$ cat config.mk
export PLATFORM = sky130hd
export DESIGN_NAME = taylor_sine_approximator_core_flat
export DESIGN_NICKNAME = d
export VERILOG_FILES = /design/src/tsa_pkg.sv /design/src/tsa_operand_if.sv /design/src/tsa_result_if.sv /design/src/taylor_sine_approximator_core.sv /design/src/flat_wrapper.sv
export VERILOG_INCLUDE_DIRS = /design/src /design/src/src
export SDC_FILE = /design/constraint.sdc
export NUM_CORES = 2
export LEC_CHECK = 0
export BUFFER_PORTS_ARGS = -buffer_cell sky130_fd_sc_hd__buf_2
export CAP_MARGIN = 20
export CELL_PAD_IN_SITES_DETAIL_PLACEMENT = 1
export CELL_PAD_IN_SITES_GLOBAL_PLACEMENT = 1
export CORE_MARGIN = 5
export CORE_UTILIZATION = 51
export CTS_CLUSTER_DIAMETER = 50
export DETAILED_ROUTE_END_ITERATION = 8
export GPL_TIMING_DRIVEN = 1
export PLACE_DENSITY_LB_ADDON = 0.1
export SLEW_MARGIN = 20
export SYNTH_ARGS = -nofsm -noshare
export SYNTH_HDL_FRONTEND = slang
export SYNTH_SLANG_ARGS = --single-unit
$ cat constraint.sdc
create_clock -name clk -period 13.8 [get_ports clk]
set_input_delay 1.38 -clock clk [delete_from_list [all_inputs] [get_ports clk]]
set_output_delay 1.38 -clock clk [all_outputs]
set_load 0.05 [all_outputs]
$ cat src/taylor_sine_approximator_core_assert.svh
// assertion macros shared by the rtl
`ifndef TAYLOR_SINE_APPROXIMATOR_CORE_ASSERT_SVH
`define TAYLOR_SINE_APPROXIMATOR_CORE_ASSERT_SVH

`ifndef SYNTHESIS

// same-cycle implication
`define TSA_ASSERT_IMPLY(label, clk, rst, cond, prop) \
  label: assert property (@(posedge clk) disable iff (rst) (cond) |-> (prop)) \
    else $error("tsa assertion failed");

// next-cycle implication
`define TSA_ASSERT_NEXT(label, clk, rst, cond, prop) \
  label: assert property (@(posedge clk) disable iff (rst) (cond) |=> (prop)) \
    else $error("tsa assertion failed");

`else

`define TSA_ASSERT_IMPLY(label, clk, rst, cond, prop)
`define TSA_ASSERT_NEXT(label, clk, rst, cond, prop)

`endif

`endif

$ cat src/tsa_pkg.sv
package tsa_pkg;

  // working format
  localparam int FRAC_BITS_DEFAULT = 32;
  localparam int ANGLE_FRAC        = 28;

  // field widths
  localparam int ANGLE_W  = 32;
  localparam int SUM_W    = 64;
  localparam int TERMS_W  = 8;
  localparam int DIFF_W   = 63;
  localparam int MAG_W    = 63;
  localparam int TOL_W    = 33;

  // divisor (2n)(2n+1) stays below 2^18 for n up to 255
  localparam int DIV_W    = 18;

  // configuration port
  localparam int CFG_INDEX_W = 1;
  localparam int CFG_DATA_W  = 33;

  localparam logic [TOL_W-1:0]   TOL_RESET  = 33'd4294967;
  localparam logic [TERMS_W-1:0] MAXT_RESET = 8'd101;

  typedef enum logic [CFG_INDEX_W-1:0] {
    REG_TOLERANCE,
    REG_MAX_TERMS
  } cfg_reg_t;

  typedef enum logic [2:0] {
    S_IDLE,
    S_MUL,
    S_DIVSET,
    S_DIV,
    S_SUM,
    S_CHECK,
    S_FINISH
  } state_t;

endpackage

$ cat src/tsa_operand_if.sv
interface tsa_operand_if;
  import tsa_pkg::*;

  logic                      valid;
  logic                      ready;
  logic signed [ANGLE_W-1:0] angle;

  modport source (output valid, output angle, input ready);
  modport sink (input valid, input angle, output ready);
endinterface

$ cat src/tsa_result_if.sv
interface tsa_result_if;
  import tsa_pkg::*;

  logic                     valid;
  logic                     ready;
  logic signed [SUM_W-1:0]  sine_sum;
  logic [TERMS_W-1:0]       terms_used;
  logic [DIFF_W-1:0]        final_difference;
  logic                     limit_hit;

  modport source (output valid, output sine_sum, output terms_used,
                  output final_difference, output limit_hit, input ready);
  modport sink (input valid, input sine_sum, input terms_used,
                input final_difference, input limit_hit, output ready);
endinterface

$ cat src/taylor_sine_approximator_core.sv
// channel    dir  payload                                         handshake
// operand    in   angle (s32, Q4.28)                              valid/ready
// result     out  sine_sum, terms_used, final_difference,         valid/ready
//                 limit_hit
// cfg        in   cfg_index, cfg_data                             cfg_write
//
// one request at a time; each new term passes through the shared 32x32
// multiplier, a setup step, the radix-2 divider, a sum step and a check step.
// the first term's slot squares the angle instead of dividing a term, and the
// term count has a ceiling of 255. the divider's loop, one quotient bit per
// cycle, sets the pace of each term.
// rst is synchronous; it clears control state and loads the register defaults.
// a waiting result does not block the next request; the core holds in its
// last step only when a second result is ready before the first is taken.
`include "taylor_sine_approximator_core_assert.svh"

module taylor_sine_approximator_core #(
  parameter int FRAC_BITS = tsa_pkg::FRAC_BITS_DEFAULT
) (
  input  logic                             clk,
  input  logic                             rst,
  input  logic                             cfg_write,
  input  logic [tsa_pkg::CFG_INDEX_W-1:0]  cfg_index,
  input  logic [tsa_pkg::CFG_DATA_W-1:0]   cfg_data,
  tsa_operand_if.sink                      operand,
  tsa_result_if.source                     result
);
  import tsa_pkg::*;

  localparam int SHL = (FRAC_BITS >= ANGLE_FRAC) ? FRAC_BITS - ANGLE_FRAC : 0;
  localparam int SHR = (FRAC_BITS >= ANGLE_FRAC) ? 0 : ANGLE_FRAC - FRAC_BITS;
  localparam int HI_SHIFT = FRAC_BITS + MAG_W;
  localparam logic [SUM_W-1:0] MAG_MAX = {1'b0, {(SUM_W-1){1'b1}}};
  localparam logic [SUM_W-1:0] NEG_MIN = {1'b1, {(SUM_W-1){1'b0}}};

  state_t state, state_next;

  // configuration registers
  logic [TOL_W-1:0]   tolerance;
  logic [TERMS_W-1:0] max_terms;

  // series state
  logic [TERMS_W-1:0] limit;
  logic [TERMS_W-1:0] count;
  logic [MAG_W-1:0]   tmag;
  logic               tneg;
  logic [MAG_W-1:0]   x2;
  logic               sq_phase;
  logic [SUM_W-1:0]   sum;
  logic [SUM_W-1:0]   prev;
  logic [SUM_W-1:0]   cur_term;
  logic [SUM_W-1:0]   diff;
  logic               hit;

  // multiplier and divider
  logic [127:0]       acc;
  logic [63:0]        prod;
  logic [1:0]         pp_tag;
  logic [2:0]         pp_idx;
  logic [DIV_W-1:0]   rem;
  logic [MAG_W-1:0]   quo;
  logic [5:0]         bit_cnt;
  logic               sat;
  logic [DIV_W-1:0]   d;
  logic [DIV_W-1:0]   dinc;

  // output register
  logic               out_valid;
  logic [SUM_W-1:0]   out_sum;
  logic [TERMS_W-1:0] out_terms;
  logic [DIFF_W-1:0]  out_diff;
  logic               out_hit;

  logic               accept;
  logic [DIV_W-1:0]   dv;
  logic [31:0]        ang_u;
  logic [31:0]        mag32;
  logic [63:0]        mag_ext;
  logic [63:0]        a_op;
  logic [63:0]        b_op;
  logic [31:0]        a_part;
  logic [31:0]        b_part;
  logic [127:0]       pp_term;
  logic [127:0]       p_hi;
  logic               p_sat;
  logic [DIV_W:0]     r2;
  logic               ge;
  logic [DIV_W:0]     r2_sub;
  logic [MAG_W-1:0]   q_res;
  logic [SUM_W-1:0]   term;
  logic [SUM_W-1:0]   sum_add;
  logic               sum_ovf;
  logic               conv;
  logic               out_free;

  assign accept   = operand.valid && operand.ready;
  assign out_free = !out_valid || result.ready;
  assign dv       = sq_phase ? DIV_W'(1) : d;

  // angle magnitude in the working format
  assign ang_u   = operand.angle;
  assign mag32   = ang_u[31] ? 32'(~ang_u + 32'd1) : ang_u;
  assign mag_ext = (64'(mag32) << SHL) >> SHR;

  // partial product selection
  assign a_op   = {1'b0, tmag};
  assign b_op   = {1'b0, sq_phase ? tmag : x2};
  assign a_part = pp_idx[0] ? a_op[63:32] : a_op[31:0];
  assign b_part = pp_idx[1] ? b_op[63:32] : b_op[31:0];

  always_comb begin
    unique case (pp_tag)
      2'd0:    pp_term = {64'b0, prod};
      2'd1,
      2'd2:    pp_term = {64'b0, prod} << 32;
      default: pp_term = {64'b0, prod} << 64;
    endcase
  end

  // saturation test: quotient reaches 2^63 when the top part is at least the divisor
  assign p_hi  = acc >> HI_SHIFT;
  assign p_sat = p_hi >= 128'(dv);

  // one restoring divide step
  assign r2     = {rem, quo[MAG_W-1]};
  assign ge     = r2 >= {1'b0, dv};
  assign r2_sub = r2 - {1'b0, dv};
  assign q_res  = sat ? MAG_MAX[MAG_W-1:0] : {quo[MAG_W-2:0], ge};

  // term, saturating sum and convergence
  assign term    = tneg ? SUM_W'(~{1'b0, tmag} + 64'd1) : {1'b0, tmag};
  assign sum_add = sum + term;
  assign sum_ovf = ~(sum[SUM_W-1] ^ term[SUM_W-1]) & (sum[SUM_W-1] ^ sum_add[SUM_W-1]);
  assign conv    = diff <= SUM_W'(tolerance);

  // state register
  always_ff @(posedge clk) begin
    if (rst) begin
      state <= S_IDLE;
    end else begin
      state <= state_next;
    end
  end

  // next state
  always_comb begin
    state_next = state;
    operand.ready = 1'b0;
    unique case (state)
      S_IDLE: begin
        operand.ready = 1'b1;
        if (operand.valid) state_next = S_MUL;
      end
      S_MUL: begin
        if (pp_idx == 3'd4) state_next = S_DIVSET;
      end
      S_DIVSET: state_next = S_DIV;
      S_DIV: begin
        if (bit_cnt == 6'(MAG_W - 1)) state_next = S_SUM;
      end
      S_SUM: state_next = S_CHECK;
      S_CHECK: begin
        if (conv || count >= limit) state_next = S_FINISH;
        else state_next = S_MUL;
      end
      S_FINISH: begin
        if (out_free) state_next = S_IDLE;
      end
      default: state_next = S_IDLE;
    endcase
  end

  // configuration writes
  always_ff @(posedge clk) begin
    if (rst) begin
      tolerance <= TOL_RESET;
      max_terms <= MAXT_RESET;
    end else if (cfg_write) begin
      unique case (cfg_index)
        REG_TOLERANCE: tolerance <= cfg_data[TOL_W-1:0];
        REG_MAX_TERMS: max_terms <= cfg_data[TERMS_W-1:0];
        default: ;
      endcase
    end
  end

  // series datapath
  always_ff @(posedge clk) begin
    unique case (state)
      S_IDLE: begin
        if (accept) begin
          tmag     <= mag_ext[MAG_W-1:0];
          tneg     <= ang_u[31];
          sq_phase <= 1'b1;
          sum      <= '0;
          prev     <= '0;
          count    <= '0;
          d        <= DIV_W'(6);
          dinc     <= DIV_W'(14);
          limit    <= (max_terms == '0) ? TERMS_W'(1) : max_terms;
          pp_idx   <= '0;
          acc      <= '0;
        end
      end
      S_MUL: begin
        if (pp_idx != 3'd4) begin
          prod   <= 64'(a_part) * 64'(b_part);
          pp_tag <= pp_idx[1:0];
        end
        if (pp_idx != 3'd0) acc <= acc + pp_term;
        pp_idx <= pp_idx + 3'd1;
      end
      S_DIVSET: begin
        sat     <= p_sat;
        rem     <= p_sat ? '0 : p_hi[DIV_W-1:0];
        quo     <= acc[FRAC_BITS +: MAG_W];
        bit_cnt <= '0;
      end
      S_DIV: begin
        rem     <= ge ? r2_sub[DIV_W-1:0] : r2[DIV_W-1:0];
        quo     <= {quo[MAG_W-2:0], ge};
        bit_cnt <= bit_cnt + 6'd1;
        if (bit_cnt == 6'(MAG_W - 1)) begin
          if (sq_phase) begin
            x2       <= q_res;
            sq_phase <= 1'b0;
          end else begin
            tmag <= q_res;
            tneg <= ~tneg;
            d    <= d + dinc;
            dinc <= dinc + DIV_W'(8);
          end
        end
      end
      S_SUM: begin
        sum      <= sum_ovf ? (sum[SUM_W-1] ? NEG_MIN : MAG_MAX) : sum_add;
        count    <= count + TERMS_W'(1);
        cur_term <= term;
        diff     <= ($signed(term) >= $signed(prev)) ? term - prev : prev - term;
      end
      S_CHECK: begin
        hit <= !conv && count >= limit;
        if (!conv && count < limit) begin
          prev   <= cur_term;
          pp_idx <= '0;
          acc    <= '0;
        end
      end
      S_FINISH: ;
      default: ;
    endcase
  end

  // output register
  always_ff @(posedge clk) begin
    if (rst) begin
      out_valid <= 1'b0;
    end else if (state == S_FINISH && out_free) begin
      out_valid <= 1'b1;
    end else if (result.ready) begin
      out_valid <= 1'b0;
    end
  end

  always_ff @(posedge clk) begin
    if (state == S_FINISH && out_free) begin
      out_sum   <= sum;
      out_terms <= count;
      out_diff  <= diff[SUM_W-1] ? {DIFF_W{1'b1}} : diff[DIFF_W-1:0];
      out_hit   <= hit;
    end
  end

  assign result.valid            = out_valid;
  assign result.sine_sum         = out_sum;
  assign result.terms_used       = out_terms;
  assign result.final_difference = out_diff;
  assign result.limit_hit        = out_hit;

  // checks
  `TSA_ASSERT_IMPLY(a_rem_below_div, clk, rst, state == S_DIV, rem < dv)
  `TSA_ASSERT_IMPLY(a_count_in_limit, clk, rst, state != S_IDLE, count <= limit)
  `TSA_ASSERT_NEXT(a_accept_starts, clk, rst, accept, state == S_MUL && sq_phase)
  `TSA_ASSERT_IMPLY(a_hit_at_limit, clk, rst, state == S_FINISH && hit, count == limit)

endmodule

$ cat src/flat_wrapper.sv
// flat-port wrapper written by rule: the top's interface ports become plain ports
module taylor_sine_approximator_core_flat import tsa_pkg::*;
#(
  parameter int FRAC_BITS = tsa_pkg::FRAC_BITS_DEFAULT
)
  (clk, rst, cfg_write, cfg_index, cfg_data, operand_valid, operand_angle, operand_ready, result_valid, result_sine_sum, result_terms_used, result_final_difference, result_limit_hit, result_ready);
  tsa_operand_if operand_i ();
  tsa_result_if result_i ();
  input  logic clk;
  input  logic rst;
  input  logic cfg_write;
  input  logic [tsa_pkg::CFG_INDEX_W-1:0] cfg_index;
  input  logic [tsa_pkg::CFG_DATA_W-1:0] cfg_data;
  input wire logic [$bits(operand_i.valid)-1:0] operand_valid;
  input wire logic [$bits(operand_i.angle)-1:0] operand_angle;
  output wire logic [$bits(operand_i.ready)-1:0] operand_ready;
  output wire logic [$bits(result_i.valid)-1:0] result_valid;
  output wire logic [$bits(result_i.sine_sum)-1:0] result_sine_sum;
  output wire logic [$bits(result_i.terms_used)-1:0] result_terms_used;
  output wire logic [$bits(result_i.final_difference)-1:0] result_final_difference;
  output wire logic [$bits(result_i.limit_hit)-1:0] result_limit_hit;
  input wire logic [$bits(result_i.ready)-1:0] result_ready;
  assign operand_i.valid = operand_valid;
  assign operand_i.angle = operand_angle;
  assign operand_ready = operand_i.ready;
  assign result_valid = result_i.valid;
  assign result_sine_sum = result_i.sine_sum;
  assign result_terms_used = result_i.terms_used;
  assign result_final_difference = result_i.final_difference;
  assign result_limit_hit = result_i.limit_hit;
  assign result_i.ready = result_ready;
  taylor_sine_approximator_core #(.FRAC_BITS(FRAC_BITS)) u_core (.clk(clk), .rst(rst), .cfg_write(cfg_write), .cfg_index(cfg_index), .cfg_data(cfg_data), .operand(operand_i), .result(result_i));
endmodule
# ---- Word-level counts from Yosys, hierarchy flattened
# Index checks and enable logic that the tools add are counted.
dict set report totals {
  reg_bits 903
  inputBits 71
  output_inout_bits 138
  elab_cells 163
}
dict set report classes {
  addsub 12
  n_mul 1
  n_lt_le_gt_ge 6
  n_eq_ne 19
  mux 57
  bitwise 8
  n_reduce_logical 31
}
# cell n
set ops {}
lappend ops {{128-bit 2-to-1 mux} 3}
lappend ops {{64-bit 2-to-1 mux} 6}
lappend ops {{128-bit one-hot mux with 3 select lines} 1}
lappend ops {{63-bit 2-to-1 mux} 5}
lappend ops {{128-bit one-hot mux with 2 select lines} 1}
lappend ops {{64-bit one-hot mux with 2 select lines} 2}
lappend ops {{63-bit one-hot mux with 2 select lines} 2}
lappend ops {{18-bit 2-to-1 mux} 9}
lappend ops {{128-bit adder} 1}
lappend ops {{64-bit subtractor} 2}
lappend ops {{18-bit one-hot mux with 2 select lines} 3}
lappend ops {{32-bit 2-to-1 mux} 3}
lappend ops {{64-bit by 1-bit adder with 64-bit output, second input constant} 1}
lappend ops {{64-bit adder} 1}
lappend ops {{64-bit greater-or-equal comparator} 1}
lappend ops {{64-bit by 33-bit <= comparator with 1-bit output} 1}
lappend ops {{32-bit by 32-bit multiplier with 64-bit output} 1}
lappend ops {{63-bit NOT with 64-bit output} 1}
lappend ops {{33-bit by 18-bit greater-or-equal comparator with 1-bit output} 1}
lappend ops {{32-bit by 1-bit adder with 32-bit output, second input constant} 1}
lappend ops {{32-bit NOT} 1}
lappend ops {{3-bit 2-to-1 mux} 7}
lappend ops {{3-bit one-hot mux with 7 select lines} 1}
lappend ops {{19-bit by 18-bit greater-or-equal comparator with 1-bit output} 1}
lappend ops {{other kinds (38)} 78}

# ---- Logic depth before layout (Yosys ltp)
dict set report logic_depth {
  word_depth 8
  mapped_depth 37
}

# ---- Least setup slack after synthesis
# No wires, ideal clock.
dict set report synth_path {
  path_type {register to register}
  from {register u_core.pp_idx[1]}
  to {register u_core.acc[0], enable pin}
  t_arrival_ns 10.928
  t_required_ns 12.998
  setup_slack_ns 2.070
  path_stages_with_launch 9
  n_path_buf 3
  period_less_slack_ns 11.730
  path_cell_list {edfxtp_1 > clkbuf_1 > clkbuf_1 > inv_1 > clkbuf_1 > ha_1 > nand2_1 > o22ai_1 > o31ai_1}
}
dict set report synth_between {
  elab_chain_len 3
}
# item line_no
set synth_rtl {}
lappend synth_rtl {{from (decl)} taylor_sine_approximator_core.sv:59} ;# logic [2:0] pp_idx;
lappend synth_rtl {{from (signal assigned)} taylor_sine_approximator_core.sv:211} ;# pp_idx <= pp_idx + 3'd1;
lappend synth_rtl {{3-bit nonzero test} taylor_sine_approximator_core.sv:210} ;# if (pp_idx != 3'd0) acc <= acc + pp_term;
lappend synth_rtl {{2-bit by 1-bit != test with 1-bit output (no source line)} --}
lappend synth_rtl {{4-bit AND reduction (no source line)} --}
lappend synth_rtl {{to (signal assigned)} taylor_sine_approximator_core.sv:210}
lappend synth_rtl {{to (decl)} taylor_sine_approximator_core.sv:56} ;# logic [127:0] acc;
# No other way between the ends.
# A chain may end at the register's enable or synchronous reset.

# ---- Worst setup path in the final report
dict set report layout_path {
  from {register u_core.pp_idx[1]}
  to {register u_core.prod[58] (data pin)}
}
dict set report layout_between {
  elab_chain_len 2
}
# item line_no
set layout_rtl {}
lappend layout_rtl {{32-bit 2-to-1 mux} taylor_sine_approximator_core.sv:109} ;# assign b_part = pp_idx[1] ? b_op[63:32] : b_op[31:0];
lappend layout_rtl {{32-bit by 32-bit multiplier with 64-bit output} taylor_sine_approximator_core.sv:207} ;# prod <= 64'(a_part) * 64'(b_part);
lappend layout_rtl {{to (signal assigned)} taylor_sine_approximator_core.sv:207}
lappend layout_rtl {{to (decl)} taylor_sine_approximator_core.sv:57} ;# logic [63:0] prod;
# No other way between the ends.

==> flow_summary.yaml <==
routing:
  ant_nets: 0
  viasPerCell: 6.17
  dr.pass1.iters: 8
  vias: 75900
  drc_errors: 0
  drt-initial-drc-count: 6309
  wirelength_um: 349000
  routedWlPerCell_um: 28.4
die:
  die_y_um: 433
  design.die.area_sq_um: 188000
  core_sq_um: 178000
  start_util_pct: 51.2
  ioPinCount: 209
  rows: 155
  die_w_um: 433
timing:
  whs_ps: 441
  finalHoldViolations: 0
  skew_ps: 56.7
  min_period_ps: 10440
  fmax_mhz: 95.8
  rsz0062_at_grt: "no"
  tightest_slew_ps: 1160
  relSlewSlack_pct: 22.3
  setup_viol: 0
  tns_ps: 0
  worst_slack_ps: 3360
  final_max_slew_viol_count: 0
  fin_crit_sh_pct: 75.7
clocking:
  cts_resized: 0
  clock_sinks: 899
  cts.clk_slew.worst_paths_ps: 60
  cts_root_buf: "clkbuf_16"
  tritoncts: "built"
  clk_latency_ps: 800
  htree_levels: 4
  hold_buffers: 0
  cts_buffer_depth: 3
  post_cts_buffers: 0
  cts_made_buffers: 132
grt:
  grt_start_max_net_pins: 89
  grt_overflow_total: 0
  antenna_found_initial: 23
  grt_usage_pct: 36.8
  grt_pass1_vias: 82000
  grt_pass1_wl_um: 517000
worst_setup_path:
  reg2reg_from: "u_core.pp_idx[1]"
  cp-start-kind: "flop"
  reg2reg_slack_ps: 3360
  critPathMaxStageDelay_ps: 770
  crit_path_frequent_cell: "fa_1"
  critPathBufInv: 7
  endpoint_kind: "flop"
  r2r_cells: 30
  crit_arrival_ps: 10990
  worst_path_max_delay_cell: "a2111oi_0"
  crit_family: "adder cells"
  required_ps: 14350
  critPathKind: "reg -> reg"
  rr_endpoint: "u_core.prod[58]"
  critPathMaxFanout: 70
logic_synthesis:
  syn_nets: 11500
  synth-main-ff-cell: "edfxtp_1"
  synthSimpleGateAreaFrac_pct: 15.6
  post_synth_instance_area_sq_um: 91400
  synth_xor_area_share_pct: 4.11
  synthMuxAreaShare_pct: 1.76
  synth_top_area_cell: "edfxtp_1"
  ys_seq_area_share_pct: 29.0
  ys_top_cells_by_area: "edfxtp_1 28%, fa_1 20%, ha_1 9.3%"
  synth-seq-cells: 899
  async_flop_share_pct: 0
  synth_edf_count: 854
  synth_adder_area_share_pct: 29.1
  synth_top_family_by_area: "adder cells"
  netlist-cell-type-count: 84
  yosysTopAreaCellShare_pct: 28.1
  avgSynthCellArea_sq_um: 9.25
  yosysWarningCount: 0
  synth_common_cells: "1197 x inv_1, 1167 x nand2_1, 990 x nor2_1, 901 x fa_1, 854 x edfxtp_1"
  synth.most_common_cell: "inv_1"
  syn_inst: 9881
  synth_compound_area_share_pct: 13.3
run_status:
  status: "finished clean"
placed_design:
  hpwlAfterDp_um: 273000
  port_buffers: 208
  pre_cts_ws_ps: 3650
  gp_congestion: 0.999
cells_and_area:
  fillCellCount: 20100
  final_nets: 11500
  area_delta_synth_final_pct: 8.39
  drive_above_1_share_pct: 8.71
flow_run:
  cap_violations: 0
min_path:
  hp-start: "u_core.hit"
  holdPathEnd: "u_core.result.limit_hit"
  hold_depth: 0
  hold_path_class: "reg -> reg"
[metrics by stage]
stage / instances / utilization, % / cell area (sq um)
after floorplan: 9881 / - / 91400
after global placement: 12100 / 53.1 / 94700
after detailed placement: 12100 / 53.1 / 94700
after CTS: 12300 / 55.5 / 99000
after global routing: 12300 / 55.5 / 99100
final: 12300 / 55.5 / 99100
[area by class of cell]
type	instances	area, sq um	area share, %
clock inverter	71	836	0.844
timing repair buffer	328	1970	1.99
multi-input combinational	7269	58700	59.3
antenna	12	30.0	0.0303
tap	2355	2950	2.97
inverter	1200	4510	4.55
sequential	899	26500	26.8
clock buffer	163	3520	3.55
[worst max path at each step]
| stage | from | end | slack (ps) | cells past startpoint |
|---|---|---|---|---|
| after CTS | u_core.pp_idx[1] | u_core.prod[48] | 3550 | 30 |
| after floorplan | u_core.pp_idx[1] | u_core.acc[0] | 2070 | 8 |
| after global routing | u_core.pp_idx[1] | u_core.prod[48] | 2900 | 32 |
| final | u_core.pp_idx[1] | u_core.prod[58] | 3360 | 30 |
| after global placement | u_core.sq_phase | u_core.prod[58] | 3610 | 29 |
| after detailed placement | u_core.pp_idx[1] | u_core.prod[58] | 3650 | 30 |
[metal layers]
layer | routed length [um] | vias to the layer above | global-route usage (%)
met4 | 24400 | 6 | 21.8
met3 | 24900 | 979 | 6.08
li1 | - | 33100 | -
met5 | 43 | - | 0
met2 | 164000 | 3030 | 60.8
met1 | 135000 | 38800 | 45.7
[kinds of logic (layout without fill, tap and decap cells)]
group                    count (synthesis)  after routing
XOR/XNOR                               429            429
adder cells (fa/ha/maj)               1583           1583
AND/OR/NAND/NOR                       3165           3165
buffers and inverters                 1713           1762
AO/OA/AOI/OAI                         1945           1945
multiplexers                           147            147
other                                    0             12
flip-flops                             899            899
[cells in the final DEF, fill, tap and decap left out, types with 119 or more instances in the layout]
cell type / Yosys / final
inv_1: 1197 / 1194
nand2_1: 1167 / 1164
nor2_1: 990 / 987
fa_1: 901 / 901
edfxtp_1: 854 / 854
ha_1: 682 / 681
a21oi_1: 630 / 629
o21ai_0: 421 / 407
xnor2_1: 260 / 259
a21o_1: 213 / 213
buf_2: 13 / 208
xor2_1: 169 / 169
or2_2: 156 / 156
and3_1: 142 / 142
clkbuf_16: 0 / 134
nand3_1: 120 / 119
nand4_1: 119 / 119
[registers in the layout (all words and copies together), names as in the netlist, 64 cells and up]
register / count
u_core.cur_term: 64
u_core.diff: 64
u_core.prev: 64
u_core.result.sine_sum: 64
u_core.acc: 128
u_core.prod: 64
u_core.sum: 64
Power is not shown: default switching activity piles up to over one toggle a cycle in this logic, so the estimate is an artifact.
